## src/hdl/kcba_pkg.sv

```systemverilog
// Shared constants, codes and controller/datapath interface types of the block allocator.
`timescale 1ns / 1ps
`default_nettype none
package kcba_pkg;

  localparam int BLOCKS        = 128;
  localparam int PAYLOAD_WORDS = 126;
  localparam int SLOTS         = 32;

  localparam int BLK_W    = 7;
  localparam int SLOT_W   = 5;
  localparam int RBYTES_W = 15;
  localparam int WORD_W   = 16;
  localparam int LINK_W   = 16;
  localparam int BYTES_W  = 16;
  localparam int IDX_W    = 7;
  localparam int CNT_W    = 6;
  localparam int CFG_W    = 16;

  // The used map is scanned one aligned group of blocks per cycle.
  localparam int GRP      = 8;
  localparam int GRP_W    = 3;
  localparam int N_GRPS   = BLOCKS / GRP;
  localparam int GRPIX_W  = BLK_W - GRP_W;
  localparam int STEP_W   = $clog2(N_GRPS + 1);

  localparam logic [BYTES_W-1:0] BLOCK_BYTES = BYTES_W'(2 * PAYLOAD_WORDS);
  localparam logic [LINK_W-1:0]  LAST_LINK   = 16'hFFFF;
  localparam logic [CNT_W-1:0]   CNT_MAX     = 6'd63;

  localparam logic CFG_PIN = 1'b0;
  localparam logic CFG_HDR = 1'b1;

  typedef enum logic [1:0] {
    ACT_START = 2'd0,
    ACT_WORD  = 2'd1,
    ACT_CLEAR = 2'd2
  } act_t;

  typedef enum logic [1:0] {
    KIND_START = 2'd0,
    KIND_BLOCK = 2'd1,
    KIND_CLEAR = 2'd2
  } kind_t;

  typedef enum logic [1:0] {
    ST_IDLE,
    ST_DECODE,
    ST_SCAN,
    ST_WAIT_OUT
  } state_t;

  typedef struct packed {
    logic load_in;
    logic start_go;
    logic word_go;
    logic clear_go;
    logic scan_step;
    logic emit;
  } kcba_cmd_t;

  typedef struct packed {
    logic [1:0] action;
    logic       slot_ok;
    logic       active;
    logic       blk_end_last;
    logic       blk_end_full;
    logic       scan_done;
    logic       out_busy;
  } kcba_stat_t;

endpackage
`default_nettype wire

```

## src/hdl/kcba_ctrl.sv

```systemverilog
// Controller state machine that sequences decode, block search and result hand-off.
`timescale 1ns / 1ps
`default_nettype none
module kcba_ctrl
  import kcba_pkg::*;
(
  input  wire logic       clk,
  input  wire logic       rst_n,
  input  wire logic       in_valid,
  output logic            in_stall,
  input  kcba_stat_t      stat,
  output kcba_cmd_t       cmd
);

  state_t state_r;
  state_t state_nxt;

  always_ff @(posedge clk) begin
    if (!rst_n) begin
      state_r <= ST_IDLE;
    end else begin
      state_r <= state_nxt;
    end
  end

  always_comb begin
    state_nxt = state_r;
    cmd       = '0;
    in_stall  = 1'b1;
    case (state_r)
      ST_IDLE: begin
        in_stall = 1'b0;
        if (in_valid) begin
          cmd.load_in = 1'b1;
          state_nxt   = ST_DECODE;
        end
      end
      ST_DECODE: begin
        state_nxt = ST_IDLE;
        case (stat.action)
          ACT_START: begin
            if (stat.slot_ok) begin
              cmd.start_go = 1'b1;
              state_nxt    = ST_SCAN;
            end
          end
          ACT_WORD: begin
            if (stat.active) begin
              cmd.word_go = 1'b1;
              if (stat.blk_end_last) begin
                state_nxt = ST_WAIT_OUT;
              end else if (stat.blk_end_full) begin
                state_nxt = ST_SCAN;
              end
            end
          end
          ACT_CLEAR: begin
            cmd.clear_go = 1'b1;
            state_nxt    = ST_WAIT_OUT;
          end
          default: begin
            state_nxt = ST_IDLE;
          end
        endcase
      end
      ST_SCAN: begin
        cmd.scan_step = 1'b1;
        if (stat.scan_done) begin
          state_nxt = ST_WAIT_OUT;
        end
      end
      ST_WAIT_OUT: begin
        if (!stat.out_busy) begin
          cmd.emit  = 1'b1;
          state_nxt = ST_IDLE;
        end
      end
      default: begin
        state_nxt = ST_IDLE;
      end
    endcase
  end

endmodule
`default_nettype wire

```

## src/hdl/kcba_dp.sv

```systemverilog
// Datapath: used-block map, slot flags, record state, group-wise free-block search and result registers.
`timescale 1ns / 1ps
`default_nettype none
module kcba_dp
  import kcba_pkg::*;
(
  input  wire logic                clk,
  input  wire logic                rst_n,
  input  kcba_cmd_t                cmd,
  output kcba_stat_t               stat,
  input  wire logic [1:0]          in_action,
  input  wire logic [SLOT_W-1:0]   in_slot,
  input  wire logic [RBYTES_W-1:0] in_record_bytes,
  input  wire logic [WORD_W-1:0]   in_data_word,
  input  wire logic                cfg_we,
  input  wire logic                cfg_index,
  input  wire logic [CFG_W-1:0]    cfg_wdata,
  output logic                     out_valid,
  input  wire logic                out_stall,
  output logic [1:0]               out_kind,
  output logic                     out_status,
  output logic [BLK_W-1:0]         out_block_addr,
  output logic [LINK_W-1:0]        out_next_link,
  output logic                     out_record_done,
  output logic [CNT_W-1:0]         out_record_count
);

  // Configuration.
  logic [15:0]       pin_r;
  logic [BLK_W-1:0]  hdr_r;

  // Latched request.
  logic [1:0]          act_r;
  logic [SLOT_W-1:0]   slot_r;
  logic [RBYTES_W-1:0] rbytes_r;
  logic [WORD_W-1:0]   word_r;

  // Allocation and record state.
  logic [BLOCKS-1:0]   used_r,     used_nxt;
  logic [SLOTS-1:0]    slot_nz_r,  slot_nz_nxt;
  logic [CNT_W-1:0]    cnt_r,      cnt_nxt;
  logic                active_r,   active_nxt;
  logic [BLK_W-1:0]    cur_r,      cur_nxt;
  logic [BYTES_W-1:0]  bytes_r,    bytes_nxt;
  logic [IDX_W-1:0]    idx_r,      idx_nxt;
  logic [WORD_W-1:0]   fold_r,     fold_nxt;
  logic [RBYTES_W-1:0] target_r,   target_nxt;

  // Search state.
  logic [GRPIX_W-1:0] grp_r,     grp_nxt;
  logic [STEP_W-1:0]  step_r,    step_nxt;
  logic [GRP_W-1:0]   off_r,     off_nxt;
  logic               excl_en_r, excl_en_nxt;
  logic               link_r,    link_nxt;
  logic [BLK_W-1:0]   base_r,    base_nxt;

  // Staged result.
  logic [1:0]        res_kind_r,   res_kind_nxt;
  logic              res_status_r, res_status_nxt;
  logic [BLK_W-1:0]  res_addr_r,   res_addr_nxt;
  logic [LINK_W-1:0] res_link_r,   res_link_nxt;
  logic              res_done_r,   res_done_nxt;

  logic out_valid_r, out_valid_nxt;
  logic [1:0]        out_kind_r;
  logic              out_status_r;
  logic [BLK_W-1:0]  out_addr_r;
  logic [LINK_W-1:0] out_link_r;
  logic              out_done_r;
  logic [CNT_W-1:0]  out_cnt_r;

  // Payload word evaluation.
  logic [IDX_W-1:0]   new_idx;
  logic [WORD_W-1:0]  new_fold;
  logic [BYTES_W:0]   last_sum;
  logic [BYTES_W:0]   done_sum;
  logic               blk_last;
  logic               end_last;
  logic               end_full;
  logic [BLK_W-1:0]   link_base;
  logic [BLK_W-1:0]   first_start;

  // Group search.
  logic [GRP-1:0]     free_vec;
  logic               hit;
  logic [GRP_W-1:0]   hit_k;
  logic [BLK_W-1:0]   hit_blk;
  logic               exhausted;

  assign new_idx   = idx_r + IDX_W'(1);
  assign new_fold  = fold_r ^ word_r;
  assign last_sum  = {1'b0, bytes_r} + {1'b0, BLOCK_BYTES};
  assign done_sum  = {1'b0, bytes_r} + (BYTES_W+1)'({new_idx, 1'b0});
  assign blk_last  = last_sum >= (BYTES_W+1)'(target_r);
  assign end_last  = blk_last && (done_sum >= (BYTES_W+1)'(target_r));
  assign end_full  = !blk_last && (new_idx == IDX_W'(PAYLOAD_WORDS));
  assign link_base = BLK_W'(new_fold ^ pin_r);
  assign first_start = hdr_r + BLK_W'(1);

  // The first group visit skips blocks below the start offset and the revisit of that
  // group at the end of the sweep covers only those blocks, so the order wraps exactly.
  always_comb begin
    for (int k = 0; k < GRP; k++) begin
      logic in_range;
      in_range = 1'b1;
      if (step_r == STEP_W'(0)) begin
        in_range = GRP_W'(k) >= off_r;
      end else if (step_r == STEP_W'(N_GRPS)) begin
        in_range = GRP_W'(k) < off_r;
      end
      if (excl_en_r && (hdr_r == {grp_r, GRP_W'(k)})) begin
        in_range = 1'b0;
      end
      free_vec[k] = in_range && !used_r[{grp_r, GRP_W'(k)}];
    end
  end

  always_comb begin
    hit   = 1'b0;
    hit_k = '0;
    for (int k = GRP - 1; k >= 0; k--) begin
      if (free_vec[k]) begin
        hit   = 1'b1;
        hit_k = GRP_W'(k);
      end
    end
  end

  assign hit_blk   = {grp_r, hit_k};
  assign exhausted = !hit && (step_r == STEP_W'(N_GRPS));

  always_comb begin
    stat.action       = act_r;
    stat.slot_ok      = {1'b0, slot_r} < (SLOT_W+1)'(SLOTS);
    stat.active       = active_r;
    stat.blk_end_last = end_last;
    stat.blk_end_full = end_full;
    stat.scan_done    = hit || exhausted;
    stat.out_busy     = out_valid_r && out_stall;
  end

  always_comb begin
    used_nxt    = used_r;
    slot_nz_nxt = slot_nz_r;
    cnt_nxt     = cnt_r;
    active_nxt  = active_r;
    cur_nxt     = cur_r;
    bytes_nxt   = bytes_r;
    idx_nxt     = idx_r;
    fold_nxt    = fold_r;
    target_nxt  = target_r;
    grp_nxt     = grp_r;
    step_nxt    = step_r;
    off_nxt     = off_r;
    excl_en_nxt = excl_en_r;
    link_nxt    = link_r;
    base_nxt    = base_r;
    res_kind_nxt   = res_kind_r;
    res_status_nxt = res_status_r;
    res_addr_nxt   = res_addr_r;
    res_link_nxt   = res_link_r;
    res_done_nxt   = res_done_r;

    if (cmd.start_go) begin
      if (!slot_nz_r[slot_r] && (cnt_r < CNT_MAX)) begin
        cnt_nxt = cnt_r + CNT_W'(1);
      end
      slot_nz_nxt[slot_r] = rbytes_r != '0;
      grp_nxt     = first_start[BLK_W-1:GRP_W];
      off_nxt     = first_start[GRP_W-1:0];
      step_nxt    = '0;
      excl_en_nxt = 1'b1;
      link_nxt    = 1'b0;
    end

    if (cmd.word_go) begin
      fold_nxt = new_fold;
      idx_nxt  = new_idx;
      if (end_last) begin
        active_nxt     = 1'b0;
        res_kind_nxt   = KIND_BLOCK;
        res_status_nxt = 1'b0;
        res_addr_nxt   = cur_r;
        res_link_nxt   = LAST_LINK;
        res_done_nxt   = 1'b1;
      end else if (end_full) begin
        grp_nxt     = link_base[BLK_W-1:GRP_W];
        off_nxt     = link_base[GRP_W-1:0];
        step_nxt    = '0;
        excl_en_nxt = 1'b0;
        link_nxt    = 1'b1;
        base_nxt    = link_base;
      end
    end

    if (cmd.scan_step) begin
      if (hit) begin
        used_nxt[hit_blk] = 1'b1;
        res_status_nxt    = 1'b0;
        res_done_nxt      = 1'b0;
        cur_nxt           = hit_blk;
        idx_nxt           = '0;
        fold_nxt          = '0;
        if (link_r) begin
          res_kind_nxt = KIND_BLOCK;
          res_addr_nxt = cur_r;
          res_link_nxt = LINK_W'(hit_blk) + LINK_W'(base_r);
          bytes_nxt    = bytes_r + BLOCK_BYTES;
        end else begin
          res_kind_nxt = KIND_START;
          res_addr_nxt = hit_blk;
          res_link_nxt = '0;
          bytes_nxt    = '0;
          target_nxt   = rbytes_r;
          active_nxt   = 1'b1;
        end
      end else if (exhausted) begin
        // Store full: the record is dropped and its claimed blocks stay used.
        active_nxt     = 1'b0;
        res_status_nxt = 1'b1;
        res_link_nxt   = '0;
        res_done_nxt   = 1'b1;
        if (link_r) begin
          res_kind_nxt = KIND_BLOCK;
          res_addr_nxt = cur_r;
        end else begin
          res_kind_nxt = KIND_START;
          res_addr_nxt = '0;
        end
      end else begin
        grp_nxt  = grp_r + GRPIX_W'(1);
        step_nxt = step_r + STEP_W'(1);
      end
    end

    if (cmd.clear_go) begin
      used_nxt = '0;
      if ({1'b0, hdr_r} < (BLK_W+1)'(BLOCKS)) begin
        used_nxt[hdr_r] = 1'b1;
      end
      slot_nz_nxt    = '0;
      cnt_nxt        = '0;
      active_nxt     = 1'b0;
      cur_nxt        = '0;
      bytes_nxt      = '0;
      idx_nxt        = '0;
      fold_nxt       = '0;
      target_nxt     = '0;
      res_kind_nxt   = KIND_CLEAR;
      res_status_nxt = 1'b0;
      res_addr_nxt   = hdr_r;
      res_link_nxt   = '0;
      res_done_nxt   = 1'b0;
    end
  end

  always_comb begin
    out_valid_nxt = out_valid_r && out_stall;
    if (cmd.emit) begin
      out_valid_nxt = 1'b1;
    end
  end

  always_ff @(posedge clk) begin
    if (!rst_n) begin
      pin_r       <= '0;
      hdr_r       <= '0;
      used_r      <= '0;
      slot_nz_r   <= '0;
      cnt_r       <= '0;
      active_r    <= 1'b0;
      cur_r       <= '0;
      bytes_r     <= '0;
      idx_r       <= '0;
      fold_r      <= '0;
      target_r    <= '0;
      grp_r       <= '0;
      step_r      <= '0;
      off_r       <= '0;
      excl_en_r   <= 1'b0;
      link_r      <= 1'b0;
      base_r      <= '0;
      out_valid_r <= 1'b0;
    end else begin
      if (cfg_we) begin
        case (cfg_index)
          CFG_PIN: pin_r <= cfg_wdata;
          CFG_HDR: hdr_r <= cfg_wdata[BLK_W-1:0];
          default: pin_r <= pin_r;
        endcase
      end
      used_r      <= used_nxt;
      slot_nz_r   <= slot_nz_nxt;
      cnt_r       <= cnt_nxt;
      active_r    <= active_nxt;
      cur_r       <= cur_nxt;
      bytes_r     <= bytes_nxt;
      idx_r       <= idx_nxt;
      fold_r      <= fold_nxt;
      target_r    <= target_nxt;
      grp_r       <= grp_nxt;
      step_r      <= step_nxt;
      off_r       <= off_nxt;
      excl_en_r   <= excl_en_nxt;
      link_r      <= link_nxt;
      base_r      <= base_nxt;
      out_valid_r <= out_valid_nxt;
    end
  end

  always_ff @(posedge clk) begin
    if (cmd.load_in) begin
      act_r    <= in_action;
      slot_r   <= in_slot;
      rbytes_r <= in_record_bytes;
      word_r   <= in_data_word;
    end
    res_kind_r   <= res_kind_nxt;
    res_status_r <= res_status_nxt;
    res_addr_r   <= res_addr_nxt;
    res_link_r   <= res_link_nxt;
    res_done_r   <= res_done_nxt;
    if (cmd.emit) begin
      out_kind_r   <= res_kind_r;
      out_status_r <= res_status_r;
      out_addr_r   <= res_addr_r;
      out_link_r   <= res_link_r;
      out_done_r   <= res_done_r;
      out_cnt_r    <= cnt_r;
    end
  end

  assign out_valid        = out_valid_r;
  assign out_kind         = out_kind_r;
  assign out_status       = out_status_r;
  assign out_block_addr   = out_addr_r;
  assign out_next_link    = out_link_r;
  assign out_record_done  = out_done_r;
  assign out_record_count = out_cnt_r;

endmodule
`default_nettype wire

```

## src/hdl/keyed_chained_block_allocator_unit.sv

```systemverilog
// Top level of the keyed chained block allocator: controller plus datapath.
//
// Usage: requests arrive on the in_ channel (valid/stall) and are taken one at a time.
// A start request claims the first free block after the header block, a payload word
// request folds a word into the current block, and a clear request frees the store.
// At most one result per request leaves on the out_ channel (valid/stall).
// A start request, and a payload word that fills its block, run the free-block search,
// which walks the used map one group of 8 blocks per cycle; no new request is taken
// until the current one has ended or handed its result to the output register.
// The output register holds a result while the receiver stalls; the next request is
// still taken and worked on, and only its own result waits for the register to free.
// The user writes configuration (cfg_we, cfg_index, cfg_wdata) only while no request
// is pending; the block does not enforce it. Synchronous reset (rst_n low) frees all
// blocks, clears slots, count and registers, and empties the output register.
`timescale 1ns / 1ps
`default_nettype none
module keyed_chained_block_allocator_unit
  import kcba_pkg::*;
(
  input  wire logic                clk,
  input  wire logic                rst_n,
  input  wire logic                in_valid,
  output logic                     in_stall,
  input  wire logic [1:0]          in_action,
  input  wire logic [SLOT_W-1:0]   in_slot,
  input  wire logic [RBYTES_W-1:0] in_record_bytes,
  input  wire logic [WORD_W-1:0]   in_data_word,
  input  wire logic                cfg_we,
  input  wire logic                cfg_index,
  input  wire logic [CFG_W-1:0]    cfg_wdata,
  output logic                     out_valid,
  input  wire logic                out_stall,
  output logic [1:0]               out_kind,
  output logic                     out_status,
  output logic [BLK_W-1:0]         out_block_addr,
  output logic [LINK_W-1:0]        out_next_link,
  output logic                     out_record_done,
  output logic [CNT_W-1:0]         out_record_count
);

  kcba_cmd_t  cmd;
  kcba_stat_t stat;

  kcba_ctrl u_ctrl (
    .clk      (clk),
    .rst_n    (rst_n),
    .in_valid (in_valid),
    .in_stall (in_stall),
    .stat     (stat),
    .cmd      (cmd)
  );

  kcba_dp u_dp (
    .clk              (clk),
    .rst_n            (rst_n),
    .cmd              (cmd),
    .stat             (stat),
    .in_action        (in_action),
    .in_slot          (in_slot),
    .in_record_bytes  (in_record_bytes),
    .in_data_word     (in_data_word),
    .cfg_we           (cfg_we),
    .cfg_index        (cfg_index),
    .cfg_wdata        (cfg_wdata),
    .out_valid        (out_valid),
    .out_stall        (out_stall),
    .out_kind         (out_kind),
    .out_status       (out_status),
    .out_block_addr   (out_block_addr),
    .out_next_link    (out_next_link),
    .out_record_done  (out_record_done),
    .out_record_count (out_record_count)
  );

endmodule
`default_nettype wire
```

## config.mk

```make
export PLATFORM = sky130hd
export DESIGN_NAME = keyed_chained_block_allocator_unit
export DESIGN_NICKNAME = d
export VERILOG_FILES = /design/src/hdl/kcba_pkg.sv /design/src/hdl/kcba_ctrl.sv /design/src/hdl/kcba_dp.sv /design/src/hdl/keyed_chained_block_allocator_unit.sv
export SDC_FILE = /design/constraint.sdc
export NUM_CORES = 1
export LEC_CHECK = 0
export ABC_AREA = 0
export BUFFER_PORTS_ARGS = -buffer_cell sky130_fd_sc_hd__buf_2
export CAP_MARGIN = 20
export CORE_UTILIZATION = 50
export DETAILED_ROUTE_END_ITERATION = 10
export PLACE_DENSITY = 0.67
export SLEW_MARGIN = 20
export SYNTH_ARGS = -nofsm -noshare
export SYNTH_HDL_FRONTEND = slang
export SYNTH_HIERARCHICAL = 1
export SYNTH_SLANG_ARGS = --single-unit
```

## constraint.sdc

```tcl
create_clock -name clk -period 5.2 [get_ports clk]
set_clock_uncertainty 0.15 [all_clocks]
set_input_delay 0.78 -clock clk [delete_from_list [all_inputs] [get_ports clk]]
set_output_delay 0.78 -clock clk [all_outputs]
set_load 0.01 [all_outputs]
```

* Word-level counts from Yosys, hierarchy flattened
Cells that the tools add are included.
Storage, ports and cells: bits in registers 364, latch bits 0, memory bits (writable) 0, bits in read-only memories 0, bits of input ports 60, output and inout bits 35, logic and storage cells 309, memories kept 0
Operators by class: add/sub/neg operators 9, multiply operators 0, divide/modulo/power cells 0, order comparisons 33, equal/unequal tests 18, shift operators 0, muxes and demuxes 157, bitwise operators 7, reductions and logical operators 51
Operators by type and width (count):
- 128-bit two-way mux | 3
- 16-bit two-way mux | 10
- 128-bit OR | 1
- 7-bit by 8-bit less-than comparator with 1-bit output (second input constant) | 10
- 1-bit two-way mux | 80
- 7-bit two-way mux | 11
- 7-bit equality test | 8
- 3-bit two-way mux | 13
- 5-bit two-way mux | 7
- 17-bit by 15-bit greater-or-equal comparator with 1-bit output | 2
- 1-bit binary-select mux with 4-bit select | 8
- 32-bit bitwise mux | 1
- 4-bit two-way mux | 7
- 1-bit logical AND | 24
- 2-bit two-way mux | 11
- 16-bit by 8-bit adder with 17-bit output | 1
- 16-bit by 8-bit adder with 17-bit output (second input constant) | 1
- 16-bit by 8-bit adder with 16-bit output (second input constant) | 1
- 16-bit bitwise XOR | 1
- 15-bit nonzero test | 1
- 7-bit by 1-bit adder with 7-bit output (second input constant) | 2
- 1-bit demux with 7-bit select | 2
- 7-bit by 1-bit greater-or-equal comparator with 1-bit output (second input constant) | 2
- 3-bit greater-or-equal comparator (first input constant) | 4
- 31 further kinds | 64

* Logic depth before layout (Yosys ltp)
depth after elaboration 21, gate-level depth with buffers 23, gate-level depth less buffers 21

* Cells and area by module
The synthesis kept the hierarchy.
By module, submodules not included:
- kcba_dp | times used 1, cells an instance 1994, area each 17887.2 um2, seq. area each 7467.2 um2
- kcba_ctrl | times used 1, cells an instance 25, area each 187.7 um2, seq. area each 40.0 um2

* Worst setup path before layout
OpenSTA, ideal clock, no wires.
path kind register to register, from reg u_dp.idx_r[2], to reg u_dp.res_addr_r[0], library setup time 128 ps, arrival 4348 ps, data required time 4922 ps, setup slack 574 ps, stages on the path, launching flop included 21, buffers on the path 1, clock period less this slack 4626 ps, path through dfxtp_1 > clkbuf_1 > and3_1 > nand3_1 > xor2_1 > inv_1 > ha_1 > nand2_1 > o21ai_0 > nand3_1 > xnor2_1 > ha_1 > a21o_1 > a21o_1 > a2111oi_0 > o21bai_1 > a2111oi_0 > nor3b_1 > mux2_2 > a221oi_1 > a21oi_1
On the way: cells in the longest elaborated chain, start to end 10
RTL lines:
- from (decl) | RTL line kcba_dp.sv:45 | logic [IDX_W-1:0] idx_r, idx_nxt;
- from (signal assigned) | RTL line kcba_dp.sv:298 | idx_r <= idx_nxt;
- 7-bit by 1-bit adder with 7-bit output * | RTL line kcba_dp.sv:90 | assign new_idx = idx_r + IDX_W'(1);
- 16-bit by 8-bit adder with 17-bit output * | RTL line kcba_dp.sv:93 | assign done_sum = {1'b0, bytes_r} + (BYTES_W+1)'({new_idx, 1'b0});
- 17-bit by 15-bit greater-or-equal comparator with 1-bit output * | RTL line kcba_dp.sv:95 | assign end_last = blk_last && (done_sum >= (BYTES_W+1)'(target_r));
- 1-bit logical AND * | RTL line kcba_dp.sv:95
- 7-bit two-way mux * | RTL line kcba_dp.sv:179 | if (end_last) begin
- 7-bit two-way mux * | RTL line kcba_dp.sv:176 | if (cmd.word_go) begin
- 7-bit two-way mux | RTL line kcba_dp.sv:217 | end else if (exhausted) begin
- 7-bit two-way mux | RTL line kcba_dp.sv:197 | if (hit) begin
- 7-bit two-way mux * | RTL line kcba_dp.sv:196 | if (cmd.scan_step) begin
- 7-bit two-way mux * | RTL line kcba_dp.sv:236 | if (cmd.clear_go) begin
- net u_dp.res_addr_nxt[0] | RTL line kcba_dp.sv:60 | logic [BLK_W-1:0] res_addr_r, res_addr_nxt;
- to (signal assigned) | RTL line kcba_dp.sv:320 | res_addr_r <= res_addr_nxt;
- to (decl) | RTL line kcba_dp.sv:60
Mark *: on every way through the listed nets, which the timed path passes. The rest lies on a longest branch. A chain may end at the register's enable or synchronous reset.

* Final worst setup path
from reg u_dp.idx_r[1], to reg u_dp.res_addr_r[0]
Same word-level chain as after synthesis.

==> results.md <==
* Yosys cell types at 83
* Initial antenna violation count at 0
* Main synth FF type: dfxtp_1
* DR pass1 iterations at 6
* GPL Wtd Cong at 0.904
* DRC at 0
* Flop-to-flop setup slack at 300 ps
* Port-buffer cells at 76
* Most instantiated cells after synthesis: dfxtp_1 (282), nor2_1 (233), nand2_1 (232), clkbuf_1 (129), a21oi_1 (122)
* Critical Path RT at 5460 ps
* Net Sw Frac at 25.2%
* Pre-CTS WS at 79.3 ps
* Worst min-delay path startpoint: in_record_bytes[9]
* Tightest hold margin at 270 ps
* Number of global-route vias before repair at 14688
* Switch Pwr at 1.54 mW
* Part of the Yosys area used for sequential elements at 41.5%
* Outcome: complete, no violations
* Ratio of cells with drive above 1 in the final layout at 13.8%
* Asr flop ratio synth at 0%
* RR Startpoint: u_dp/idx_r[1]
* Initial Util at 50.8%
* Synth Instances at 2019
* Final setup violation count at 0
* Slew Limit Fails at 0
* Hold-critical path depth at 1
* Syn Area/Cell at 8.95 µm²
* Area leader, netlist: dfxtp_1
* Peak VDD IR at 0.322 mV
* Worst R2R End: u_dp/res_addr_r[0]
* TritonCTS Buffers at 38
* Hold buffers post-CTS at 0
* Clk slew on worst S/H paths at 70 ps
* Clock Power Share at 44.5%
* Relative slew slack at 21.1%
* Most common cell in the netlist: dfxtp_1
* Startpoint types: flop
* Wire per inst at 20.7 µm
* Clk sink count at 344
* Clock buffer depth at 3
* Clock root cell: clkbuf_16
* Area Overhead vs Synth at 11.2%
* Die Span X at 192 µm
* Number of enable flip-flop cells after synthesis at 62
* #FFs+latches synth at 344
* Min-Delay Endpoint: u_dp/rbytes_r[9]
* Final ANT Viol Nets at 0
* Vias per cell at 6.35
* Nets at 2138
* Setup TNS at 0 ps
* Max-cap violations at 0
* CTS tree: yes
* Tot Pwr at 6.09 mW
* Global-route congestion overflow total at 0
* Largest net degree at the start of global routing at 125
* Die ar. at 0.0369 mm²
* Critical Path Fanout Max at 11
* Reg2Reg Depth at 20
* Tightest Hold Check Type: in -> reg
* Final hold vios at 0
* Core Util, Final at 56.5%
* Initial DRC count at 1624
* Total GRT Usage at 27.9%
* HPWL Detailed at 35300 µm
* Final period util at 94.3%
* Synth top area share at 31.2%
* Worst skew pair latency at 530 ps
* First-pass GRT wire length at 81900 µm
* Crit path DAT at 5170 ps
* Slew @ Worst Pin at 1170 ps
* Synth Cell Area at 0.0181 mm²
* CP Capture Type: flop
* # IOs at 95
* Int Power at 4.56 mW
* Setup Crit Path Kind: reg -> reg
* RSZ-0062 raised after global routing: false
* Total number of vias at 15953
* P_leak at 7.17 nW
* Htree depth at 2
* Final min period at 4900 ps
* Seq pwr share at 47.1%
* Die Span Y at 192 µm
* Final WL at 52000 µm
* Gate power share at 8.4%
* Pwr Density at 303 mW/mm²
* Top cells by area, synth: dfxtp_1 (31%), edfxtp_1 (10%), nor2_1 (4.8%), nand2_1 (4.8%), mux4_2 (4.1%)
* Placeable Area at 0.0356 mm²
* Final worst slack at 296 ps
* # rows at 69
* Syn. warnings at 6
* N_diodes at 0
* Fmax at 0.204 GHz
## layer usage
| metal | vias up | global-route usage [%] | part of all wire, % |
|---|---|---|---|
| met4 | 0 | 7.00 | 2.0 |
| met5 | - | 0 | 0 |
| met3 | 85 | 4.18 | 8.1 |
| li1 | 7419 | - | - |
| met1 | 7742 | 40.2 | 44 |
| met2 | 707 | 43.6 | 46 |
## sequential cells by signal, summed over array words and instances (netlist names), 3 cells and up
name / cells
u_dp/word_r: 7
u_dp/idx_r: 7
u_dp/step_r: 5
u_dp/target_r: 15
u_dp/slot_r: 5
u_dp/out_record_count: 6
u_dp/hdr_r: 7
u_dp/cnt_r: 6
u_dp/slot_nz_r: 32
u_dp/base_r: 7
u_dp/cur_r: 7
u_dp/bytes_r: 14
u_dp/grp_r: 4
u_dp/out_block_addr: 7
u_dp/pin_r: 7
u_dp/res_link_r: 16
u_dp/out_next_link: 16
u_dp/used_r: 128
u_dp/fold_r: 7
u_dp/off_r: 3
u_dp/res_addr_r: 7
u_dp/rbytes_r: 15
## layout make-up
type	instances	area, µm²
multi-input combinational	1468	9790
tap	461	577
sequential	344	7510
inverter	45	169
fill	3175	15500
clock inverter	17	170
timing repair buffer	124	806
clock buffer	52	1080
## power by group through the flow
| stage | Combinational (mW) | Clock [mW] | Sequential, mW |
|---|---|---|---|
| 2_1_floorplan | 0.360 | 0 | 2.89 |
| 4_1_cts | 0.499 | 2.75 | 2.87 |
| 6_report | 0.511 | 2.71 | 2.87 |
| 3_5_place_dp | 0.497 | 0 | 2.93 |
| 3_3_place_gp | 0.487 | 0 | 2.93 |
| 5_1_grt | 0.551 | 2.86 | 2.88 |
## worst max path at each step
stage,startpoint,to,cells past startpoint
after floorplan,u_dp/idx_r[2],u_dp/res_addr_r[0],20
after global placement,u_dp/idx_r[0],u_dp/res_addr_r[2],21
after detailed placement,u_dp/idx_r[0],u_dp/res_addr_r[2],21
after CTS,u_dp/idx_r[0],u_dp/res_addr_r[2],21
after global routing,u_dp/idx_r[1],u_dp/res_addr_r[2],21
final,u_dp/idx_r[1],u_dp/res_addr_r[0],20
## metrics by stage
stage / instance area (µm²) / std cells
detailed placement: 18800 / 2441
finish: 20100 / 2511
global placement: 18800 / 2439
global route: 20100 / 2511
floorplan: 18100 / 2020
CTS: 20100 / 2510
## worst max-delay path: stages, from the launching register on
cell       delay [ps]
dfxtp_1           470
inv_1              90
ha_1              340
fa_1              450
nor2b_1           160
o31a_1            180
nor2_1             60
o21ai_0           200
nand2_1           150
nor2_1            180
xor2_1            170
ha_1              260
a21o_1            160
a2111oi_1         410
o21bai_1          120
a2111oi_0         300
buf_4             200
nor3b_4            90
mux2_2            330
a221oi_1          250
a21oi_1            60
## logic make-up after synthesis
| family | Yosys count | share of synthesized area (%) |
|---|---|---|
| other | 1 | 0.0207 |
| AND/OR/NAND/NOR | 756 | 19.4 |
| XOR/XNOR | 82 | 3.97 |
| AO/OA/AOI/OAI | 483 | 19.1 |
| multiplexers | 88 | 7.22 |
| adder cells (fa/ha/maj) | 57 | 4.03 |
| buffers and inverters | 208 | 4.74 |
| flip-flops | 344 | 41.5 |
## timing repair
item / CTS / global route
setup buffers: 0 / 0
endpoints found under the setup margin: 0 / 24
gates resized for setup: 0 / 5
## layout by cell type (no fill, tap or decap), types with 54 or more instances in the layout
cell and instances:
a21oi_1 122, a221oi_1 54, buf_2 76, dfxtp_1 279, edfxtp_1 62, ha_1 54, nand2_1 231, nor2_1 227
nor3_1 81, o21ai_0 82
Note: power is estimated with default switching activity, not from simulation.
